<file path="config.mk">
export PLATFORM = sky130hd
export DESIGN_NAME = sprite_cel_rle_decoder_top
export DESIGN_NICKNAME = d
export VERILOG_FILES = /design/src/rtl/srd_pkg.sv /design/src/rtl/srd_front.sv /design/src/rtl/srd_cmd_queue.sv /design/src/rtl/srd_back.sv /design/src/rtl/sprite_cel_rle_decoder_top.sv
export SDC_FILE = /design/constraint.sdc
export NUM_CORES = 1
export LEC_CHECK = 0
export BUFFER_PORTS_ARGS = -buffer_cell sky130_fd_sc_hd__clkbuf_2
export CORE_ASPECT_RATIO = 1.2
export CORE_MARGIN = 4
export CORE_UTILIZATION = 55
export DETAILED_ROUTE_END_ITERATION = 6
export PLACE_DENSITY = 0.82
export SYNTH_ARGS = -nofsm -noshare
export SYNTH_HDL_FRONTEND = slang
export SYNTH_SLANG_ARGS = --single-unit
</file>
<file path="constraint.sdc">
create_clock -name clk -period 5.6 [get_ports clk]
set_input_delay 0.84 -clock clk [delete_from_list [all_inputs] [get_ports clk]]
set_output_delay 0.84 -clock clk [all_outputs]
set_load 0.03 [all_outputs]
</file>
<file path="src/rtl/srd_pkg.sv">
// Package: shared types for the sprite cel run-length decoder.
package srd_pkg;

	typedef enum logic [2:0] {
		PH_WIDTH,
		PH_HEIGHT,
		PH_FLAGS,
		PH_ROWS,
		PH_DONE
	} phase_t;

	typedef enum logic [1:0] {
		K_WIDTH,
		K_FLAGS,
		K_RUN,
		K_FILL
	} kind_t;

	typedef struct packed {
		kind_t      kind;
		logic [7:0] data;
		logic [7:0] row;
		logic       last;
	} cmd_t;

	typedef struct packed {
		logic [7:0] run_x;
		logic [7:0] run_y;
		logic [7:0] run_length;
		logic [3:0] run_color;
		logic       is_fill;
		logic       row_end;
		logic       last_of_cel;
		logic       clipped;
	} res_t;

	localparam logic [7:0] COLOR_MASK = 8'hF0;
	localparam logic [7:0] NIB_MASK   = 8'h0F;
	localparam int         MIRROR_BIT = 7;

endpackage

</file>
<file path="src/rtl/srd_front.sv">
// Front end: header parsing, row counting and classification of each byte.
module srd_front
	import srd_pkg::*;
(
	input  logic       clk,
	input  logic       arst_n,
	input  logic       push,
	input  logic       full,
	input  logic [7:0] data_byte,
	input  logic       cel_start,
	output logic       cmd_push,
	output cmd_t       cmd
);

	phase_t     phase_q, phase_d, ph;
	logic [7:0] height_q, height_d;
	logic [7:0] row_q, row_d;
	logic       accept;
	logic       last_row;

	assign accept   = push && !full;
	assign last_row = ({1'b0, row_q} + 9'd1) == {1'b0, height_q};

	always_ff @(posedge clk or negedge arst_n) begin
		if (!arst_n) begin
			phase_q  <= PH_WIDTH;
			height_q <= '0;
			row_q    <= '0;
		end else begin
			phase_q  <= phase_d;
			height_q <= height_d;
			row_q    <= row_d;
		end
	end

	always_comb begin
		ph        = cel_start ? PH_WIDTH : phase_q;
		phase_d   = phase_q;
		height_d  = height_q;
		row_d     = row_q;
		cmd_push  = 1'b0;
		cmd.kind  = K_RUN;
		cmd.data  = data_byte;
		cmd.row   = row_q;
		cmd.last  = 1'b0;
		if (accept) begin
			case (ph)
				PH_WIDTH: begin
					cmd_push = 1'b1;
					cmd.kind = K_WIDTH;
					row_d    = '0;
					phase_d  = PH_HEIGHT;
				end
				PH_HEIGHT: begin
					height_d = data_byte;
					phase_d  = PH_FLAGS;
				end
				PH_FLAGS: begin
					cmd_push = 1'b1;
					cmd.kind = K_FLAGS;
					row_d    = '0;
					phase_d  = (height_q == 8'd0) ? PH_DONE : PH_ROWS;
				end
				PH_ROWS: begin
					cmd_push = 1'b1;
					if (data_byte != 8'd0) begin
						cmd.kind = K_RUN;
					end else begin
						cmd.kind = K_FILL;
						cmd.last = last_row;
						row_d    = row_q + 8'd1;
						if (last_row) begin
							phase_d = PH_DONE;
						end
					end
				end
				default: begin
					phase_d = ph;
				end
			endcase
		end
	end

endmodule

</file>
<file path="src/rtl/srd_cmd_queue.sv">
// Two-entry queue of classified items between front and back end.
module srd_cmd_queue
	import srd_pkg::*;
(
	input  logic clk,
	input  logic arst_n,
	input  logic push,
	input  cmd_t cmd_in,
	output logic full,
	input  logic pop,
	output logic valid,
	output cmd_t cmd_out
);

	cmd_t       mem_q [2];
	logic       wr_ptr_q, rd_ptr_q;
	logic [1:0] cnt_q;
	logic       do_push, do_pop;

	assign full    = cnt_q == 2'd2;
	assign valid   = cnt_q != 2'd0;
	assign do_push = push && !full;
	assign do_pop  = pop && valid;
	assign cmd_out = mem_q[rd_ptr_q];

	always_ff @(posedge clk) begin
		if (do_push) begin
			mem_q[wr_ptr_q] <= cmd_in;
		end
	end

	always_ff @(posedge clk or negedge arst_n) begin
		if (!arst_n) begin
			wr_ptr_q <= 1'b0;
			rd_ptr_q <= 1'b0;
			cnt_q    <= '0;
		end else begin
			if (do_push) begin
				wr_ptr_q <= !wr_ptr_q;
			end
			if (do_pop) begin
				rd_ptr_q <= !rd_ptr_q;
			end
			cnt_q <= cnt_q + {1'b0, do_push} - {1'b0, do_pop};
		end
	end

endmodule

</file>
<file path="src/rtl/srd_back.sv">
// Back end: column tracking, clipping, mirroring and the result queue.
module srd_back
	import srd_pkg::*;
(
	input  logic clk,
	input  logic arst_n,
	input  logic loop_mirrored,
	input  logic cmd_valid,
	input  cmd_t cmd,
	output logic cmd_pop,
	output logic empty,
	input  logic pop,
	output res_t res
);

	logic [7:0] width_q, column_q;
	logic [3:0] transp_q;
	logic       mflag_q;
	res_t       out_q [2];
	logic       wr_ptr_q, rd_ptr_q;
	logic [1:0] cnt_q;
	logic [7:0] remain, nib, len;
	logic       clip, res_push, res_pop;
	res_t       r;

	assign cmd_pop  = cmd_valid && (cnt_q != 2'd2);
	assign res_push = cmd_pop && (cmd.kind == K_RUN || cmd.kind == K_FILL);
	assign empty    = cnt_q == 2'd0;
	assign res_pop  = pop && !empty;
	assign res      = out_q[rd_ptr_q];

	always_comb begin
		remain = width_q - column_q;
		nib    = cmd.data & NIB_MASK;
		clip   = 1'b0;
		if (cmd.kind == K_FILL) begin
			len = remain;
		end else if (nib > remain) begin
			len  = remain;
			clip = 1'b1;
		end else begin
			len = nib;
		end
		r.run_x       = (mflag_q && loop_mirrored) ? (remain - len) : column_q;
		r.run_y       = cmd.row;
		r.run_length  = len;
		r.run_color   = (cmd.kind == K_FILL) ? transp_q : 4'((cmd.data & COLOR_MASK) >> 4);
		r.is_fill     = cmd.kind == K_FILL;
		r.row_end     = cmd.kind == K_FILL;
		r.last_of_cel = cmd.last;
		r.clipped     = clip;
	end

	always_ff @(posedge clk) begin
		if (res_push) begin
			out_q[wr_ptr_q] <= r;
		end
	end

	always_ff @(posedge clk or negedge arst_n) begin
		if (!arst_n) begin
			width_q  <= '0;
			column_q <= '0;
			transp_q <= '0;
			mflag_q  <= 1'b0;
			wr_ptr_q <= 1'b0;
			rd_ptr_q <= 1'b0;
			cnt_q    <= '0;
		end else begin
			if (cmd_pop) begin
				case (cmd.kind)
					K_WIDTH: begin
						width_q  <= cmd.data;
						column_q <= '0;
					end
					K_FLAGS: begin
						transp_q <= cmd.data[3:0];
						mflag_q  <= cmd.data[MIRROR_BIT];
						column_q <= '0;
					end
					K_RUN: begin
						column_q <= column_q + len;
					end
					K_FILL: begin
						column_q <= '0;
					end
					default: begin
						column_q <= column_q;
					end
				endcase
			end
			if (res_push) begin
				wr_ptr_q <= !wr_ptr_q;
			end
			if (res_pop) begin
				rd_ptr_q <= !rd_ptr_q;
			end
			cnt_q <= cnt_q + {1'b0, res_push} - {1'b0, res_pop};
		end
	end

endmodule

</file>
<file path="src/rtl/sprite_cel_rle_decoder_top.sv">
// Top level: sprite cel run-length decoder.
//
//   channel   direction  handshake       payload
//   input     in         push / full     data_byte, cel_start
//   result    out        empty / pop     run_x, run_y, run_length, run_color,
//                                        is_fill, row_end, last_of_cel, clipped
//   config    in         cfg_we          cfg_wdata (loop_mirrored)
//
// One item per cycle sustained while pop is held; a result is registered in the item
// queue, then in the result queue. Rate is set by the column update in the back end.
// arst_n clears header state, counters and both queues; no clearing pass.
// full rises when the two-entry item queue is full; a stalled result queue
// backs up into it.
module sprite_cel_rle_decoder_top
	import srd_pkg::*;
(
	input  logic       clk,
	input  logic       arst_n,
	input  logic       push,
	output logic       full,
	input  logic [7:0] data_byte,
	input  logic       cel_start,
	output logic       empty,
	input  logic       pop,
	output logic [7:0] run_x,
	output logic [7:0] run_y,
	output logic [7:0] run_length,
	output logic [3:0] run_color,
	output logic       is_fill,
	output logic       row_end,
	output logic       last_of_cel,
	output logic       clipped,
	input  logic       cfg_we,
	input  logic       cfg_wdata
);

	logic loop_mirrored_q;
	logic cmd_push, cmd_valid, cmd_pop;
	cmd_t cmd_in, cmd_out;
	res_t res;

	always_ff @(posedge clk or negedge arst_n) begin
		if (!arst_n) begin
			loop_mirrored_q <= 1'b0;
		end else if (cfg_we) begin
			loop_mirrored_q <= cfg_wdata;
		end
	end

	srd_front u_front (
		.clk       (clk),
		.arst_n    (arst_n),
		.push      (push),
		.full      (full),
		.data_byte (data_byte),
		.cel_start (cel_start),
		.cmd_push  (cmd_push),
		.cmd       (cmd_in)
	);

	srd_cmd_queue u_queue (
		.clk     (clk),
		.arst_n  (arst_n),
		.push    (cmd_push),
		.cmd_in  (cmd_in),
		.full    (full),
		.pop     (cmd_pop),
		.valid   (cmd_valid),
		.cmd_out (cmd_out)
	);

	srd_back u_back (
		.clk           (clk),
		.arst_n        (arst_n),
		.loop_mirrored (loop_mirrored_q),
		.cmd_valid     (cmd_valid),
		.cmd           (cmd_out),
		.cmd_pop       (cmd_pop),
		.empty         (empty),
		.pop           (pop),
		.res           (res)
	);

	assign run_x       = res.run_x;
	assign run_y       = res.run_y;
	assign run_length  = res.run_length;
	assign run_color   = res.run_color;
	assign is_fill     = res.is_fill;
	assign row_end     = res.row_end;
	assign last_of_cel = res.last_of_cel;
	assign clipped     = res.clipped;

	a_fill_not_clipped: assert property (@(posedge clk) disable iff (!arst_n)
		!empty |-> !(is_fill && clipped))
		else $error("fill item flagged as clipped");

	a_last_closes_row: assert property (@(posedge clk) disable iff (!arst_n)
		(!empty && last_of_cel) |-> row_end)
		else $error("last_of_cel without row_end");

	a_fill_is_row_end: assert property (@(posedge clk) disable iff (!arst_n)
		!empty |-> (is_fill == row_end))
		else $error("is_fill and row_end disagree");

endmodule

</file>
# [Yosys cells after proc, flatten, opt, wreduce, memory -nomap -nowiden]
# Memory sizes are Yosys's and may differ from the RTL's.
# Index checks and enable logic that the tools add are counted.
[totals] regBits=49 ramBits=102 input_bits=15 output_inout_bits=34 word_cells=92 n_memories=2
[op_classes] addsub=9 magnitude_cmp=1 eq_ne=11 n_mux=26 n_reduce_logical=29
[memory_table] memory="u_back.out_q" depth=2 word_bits=32 read_ports=1 rd_clocked_by_memory_dff=0 wr=1 line="srd_back.sv:19" source="res_t out_q [2];"
[memory_table] memory="u_queue.mem_q" depth=2 word_bits=19 read_ports=1 rd_clocked_by_memory_dff=0 wr=1 line="srd_cmd_queue.sv:15" source="cmd_t mem_q [2];"
[ops] cell="$mux W8" n=4
[ops] cell="$pmux W8 S2" n=2
[ops] cell="$sub A8 B8 Y8" n=2
[ops] cell="$mux W1" n=12
[ops] cell="$mux W3" n=4
[ops] cell="$pmux W3 S4" n=1
[ops] cell="$add A8 B1 Y9 const B" n=1
[ops] cell="$eq A9 B8 Y1" n=1
[ops] cell="$add A8 B1 Y8 const B" n=1
[ops] cell="$add A8 B8 Y8" n=1
[ops] cell="$gt A4 B8 Y1" n=1
[ops] cell="$logic_not A8 Y1" n=1
[ops] cell="$reduce_bool A8 Y1" n=1
[ops] cell="$logic_and A1 B1 Y1" n=7
[ops] cell="$eq A2 B2 Y1 const B" n=3
[ops] cell="$eq A3 B2 Y1 const B" n=2
[ops] cell="$logic_not A1 Y1" n=6
[ops] cell="$pmux W2 S3" n=1
[ops] cell="$reduce_and A2 Y1" n=3
[ops] cell="$reduce_and A3 Y1" n=2
[ops] cell="$reduce_or A3 Y1" n=2
[ops] cell="$add A2 B1 Y2" n=2
[ops] cell="$logic_not A2 Y1" n=2
[ops] cell="$mux W4" n=1
[ops] cell="other kinds (10)" n=13

# [Depth between registers and ports, before layout]
[logic_depth] word_depth=8 mapped_depth=23 depth_no_buf=23

# [Modules after synthesis]
# From an unflattened synthesis, not the netlist that was laid out.
[unflattened] hier_cells=600 area_unflattened_um2=7519.7
[modules_own_cells] mod="srd_back" n_inst=1 cells_each=380 area_per_inst_um2=4563.1 seq_area_each_um2=2487.4
[modules_own_cells] mod="srd_cmd_queue" n_inst=1 cells_each=77 area_per_inst_um2=1570.3 seq_area_each_um2=1241.2
[modules_own_cells] mod="srd_front" n_inst=1 cells_each=141 area_per_inst_um2=1346.3 seq_area_each_um2=475.5
[modules_own_cells] mod="sprite_cel_rle_decoder_top" n_inst=1 cells_each=2 area_per_inst_um2=40.0 seq_area_each_um2=25.0

# [Least setup slack after synthesis]
# No wires, ideal clock.
[synth_timing] path_kind="reg-to-reg" startpoint="register u_queue.rd_ptr_q" endpoint="memory u_back.out_q[0][31] (netlist bit) (data pin)" setup_ns=0.267 t_arrival_ns=4.076 required_time_ns=5.333 setup_slack_ns=1.257 stages_incl_launch_ff=18 path_buffers=2 period_less_slack_ns=4.343 path_cell_list="dfrtp_1 buf_6 clkbuf_1 mux2_2 ha_1 a21oi_1 maj3_1 a211oi_4 a31oi_2 nor2_1 a21o_1 inv_1 ha_1 a21oi_1 and4_1 o41ai_4 o211a_1 o22ai_1"
[synth_rtl] item="from (decl)" line="srd_cmd_queue.sv:16" source="logic wr_ptr_q, rd_ptr_q;"
[synth_rtl] item="from (signal assigned)" line="srd_cmd_queue.sv:42" source="rd_ptr_q <= !rd_ptr_q;"
[synth_rtl] item="to (decl)" line="srd_back.sv:19"

==> results.yml <==
synth:
  yosys_register_bits: 149
  synth_edf_count: 100
  synthAdderAreaFrac: 0.0577
  ys_seq_area_frac: 0.580
  synth-xor-area-share: 0.0360
  avgSynthCellArea_um2: 12.7
  synthMuxAreaShare: 0.0933
  yosysTopAreaCell: "edfxtp_1"
  synth_area_leaders: "edfxtp_1 41%, dfrtp_1 17%, mux2_2 8.0%"
  synth_fp_nets: 622
  synth-main-ff-cell: "edfxtp_1"
  synth_top_family_by_area: "compound AO/OA/AOI/OAI gates"
  synth_compound_area_frac: 0.113
  synth_cells: 576
  synth_top_area_frac: 0.412
  synth-warning-count: 0
  synthSimpleGateAreaFrac: 0.0897
  synthDistinctLibCells: 71
  netlist_area_um2: 7290
  async_flop_share: 0.329
final_layout:
  final_cells: 811
  nNetsFinal: 680
  fin_util: 0.647
  n_antenna_cell: 0
  fill_cells: 908
  ff_latch_area_um2: 4230
  multi_input_area_um2: 2860
  layout-area-overhead-vs-synth_pct: 13.9
  layout_common_cells: "100 x edfxtp_1, 52 x mux2_2, 49 x dfrtp_1"
  drive_gt1_frac: 0.235
  final_common_cell: "edfxtp_1"
timing:
  rsz0062_at_grt: "no"
  finalCritPeriodShare: 0.865
  tightest_slew_ps: 833
  clock.fmax_ghz: 0.206
  drv_slew: 0
  finalSetupViolCount: 0
  tns_ps: 0
  max-slew-margin-rel: 0.440
  finalClockSkew_ps: 10.8
  min_period_ps: 4840
  finalHoldViolCount: 0
  fin_hold_ws_ps: 489
die:
  core_area_um2: 12800
  die_h_um: 134
  row_count: 45
  die_area_um2: 15200
  die_x_um: 113
  pin_count: 49
  start_util: 0.568
cts:
  cts_htree_levels: 4
  cts.path.max_buffers: 2
  cts_tree: "built"
  clk_latency_ps: 420
  clock_sinks: 149
  cts_root_buf: "clkbuf_16"
  post-cts-setup-buffer-count: 0
  clkTransAtPathRegs_ps: 60
  cts_buffers: 17
  hold_buffers: 0
  cts-resized-gates: 0
detailed_routing:
  drc: 0
  ant_nets: 0
  first_iter_violations: 298
  wl_per_cell_um: 18.5
  firstDrtPassIters: 5
  viasPerCell: 6.01
  vias: 4878
  finalWirelength_mm: 15.0
critical_path:
  critical_path.startpoint_type: "flop"
  critPathCaptureType: "flop"
  path_max_fanout: 10
  arrival_ps: 4990
  path_class: "flop to flop"
  required_ps: 5750
global_routing:
  grt.total_usage: 0.205
  grt_pass1_vias: 5040
  antenna_found_initial: 0
  grt_pass1_wl_mm: 24.4
  grt-ovfl-total: 0
  grt_max_degree: 50
place:
  place_congestion: 0.924
  io_buffers: 48
  placedCellCount: 779
  dp.final_hpwl_mm: 10.3
hold_path:
  hold_class: "flop to flop"
run:
  max_cap_viol_count: 0
run_status:
  status: "completed"
stage by stage:
step / worst slack, ps / area (µm²)
5_1_grt: 459 / 8310
3_3_place_gp: 1060 / 7730
3_5_place_dp: 793 / 7730
4_1_cts: 783 / 8310
6_report: 757 / 8310
2_1_floorplan: 1260 / 7290
cells in the mapped netlist (all sizes together) (6+ instances only):
| master | n |
|---|---|
| clkbuf | 11 |
| nor3 | 10 |
| o22ai | 9 |
| nand3 | 6 |
| dfrtp | 49 |
| nor2 | 30 |
| edfxtp | 100 |
| and3 | 6 |
| xnor2 | 19 |
| and2 | 6 |
| a21oi | 24 |
| nor2b | 7 |
| nand2 | 34 |
| mux2i | 8 |
| xor2 | 11 |
| mux2 | 53 |
| inv | 38 |
| o21ai | 38 |
| ha | 28 |
final cells by class:
cell class / count / share of cell area
Multi-Input combinational cell: 372 / 0.344
Inverter: 39 / 0.0176
Clock buffer: 19 / 0.0521
Timing Repair Buffer: 55 / 0.0352
Clock inverter: 13 / 0.0178
Sequential cell: 149 / 0.509
Tap cell: 164 / 0.0247
critical path, cell delays in order, from the launching register on:
cell	delay (ps)
dfrtp_1	390
inv_1	80
ha_1	140
inv_1	50
fa_1	560
inv_1	90
ha_1	300
a21oi_1	70
maj3_1	390
a211oi_4	390
a31oi_2	260
nor2_1	190
a21o_1	160
inv_1	110
ha_1	280
a21oi_1	80
o31ai_1	70
o21ai_0	200
o41ai_4	460
o211a_1	210
o22ai_1	90
cells by family after synthesis:
group	count (synthesis)
multiplexers	61
AND/OR/NAND/NOR	127
flip-flops	149
buffers and inverters	55
AO/OA/AOI/OAI	122
XOR/XNOR	30
adder cells (fa/ha/maj)	32
flip-flops by register name, summed over array words and instances, names as in the netlist:
name              flops
loop_mirrored_q       1
u_back.cnt_q          2
u_back.column_q       8
u_back.mflag_q        1
u_back.out_q         62
u_back.rd_ptr_q       1
u_back.transp_q       4
u_back.width_q        8
u_back.wr_ptr_q       1
u_front.height_q      8
u_front.phase_q       3
u_front.row_q         8
u_queue.cnt_q         2
u_queue.mem_q        38
u_queue.rd_ptr_q      1
u_queue.wr_ptr_q      1
metal layers:
metal / track usage / vias up / part of all wire
met4: 0.0895 / 0 / 0.028
met1: 0.226 / 2387 / 0.38
met5: 0 / - / 0
li1: - / 2261 / -
met2: 0.375 / 196 / 0.54
met3: 0.0456 / 34 / 0.052
worst paths after layout:
check	startpoint	slack, ps	end	cells after the start
setup / recovery	u_back.width_q[0]$_DFFE_PN0P_	760	u_back.out_q[1][31]$_DFFE_PP_	20
hold / removal	u_back.width_q[3]$_DFFE_PN0P_	490	u_back.width_q[3]$_DFFE_PN0P_	2
setup reg to reg	u_back.width_q[0]$_DFFE_PN0P_	760	u_back.out_q[1][31]$_DFFE_PP_	20
hold reg to reg	u_back.width_q[3]$_DFFE_PN0P_	490	u_back.width_q[3]$_DFFE_PN0P_	2
max in group asynchronous	arst_n	4620	u_back.column_q[1]$_DFFE_PN0P_	2
min in group asynchronous	arst_n	520	u_front.row_q[6]$_DFFE_PN0P_	2
Power is left out: the tool's default activity adds up to more than one toggle a clock period on the data nets, which glitch-free logic cannot reach.
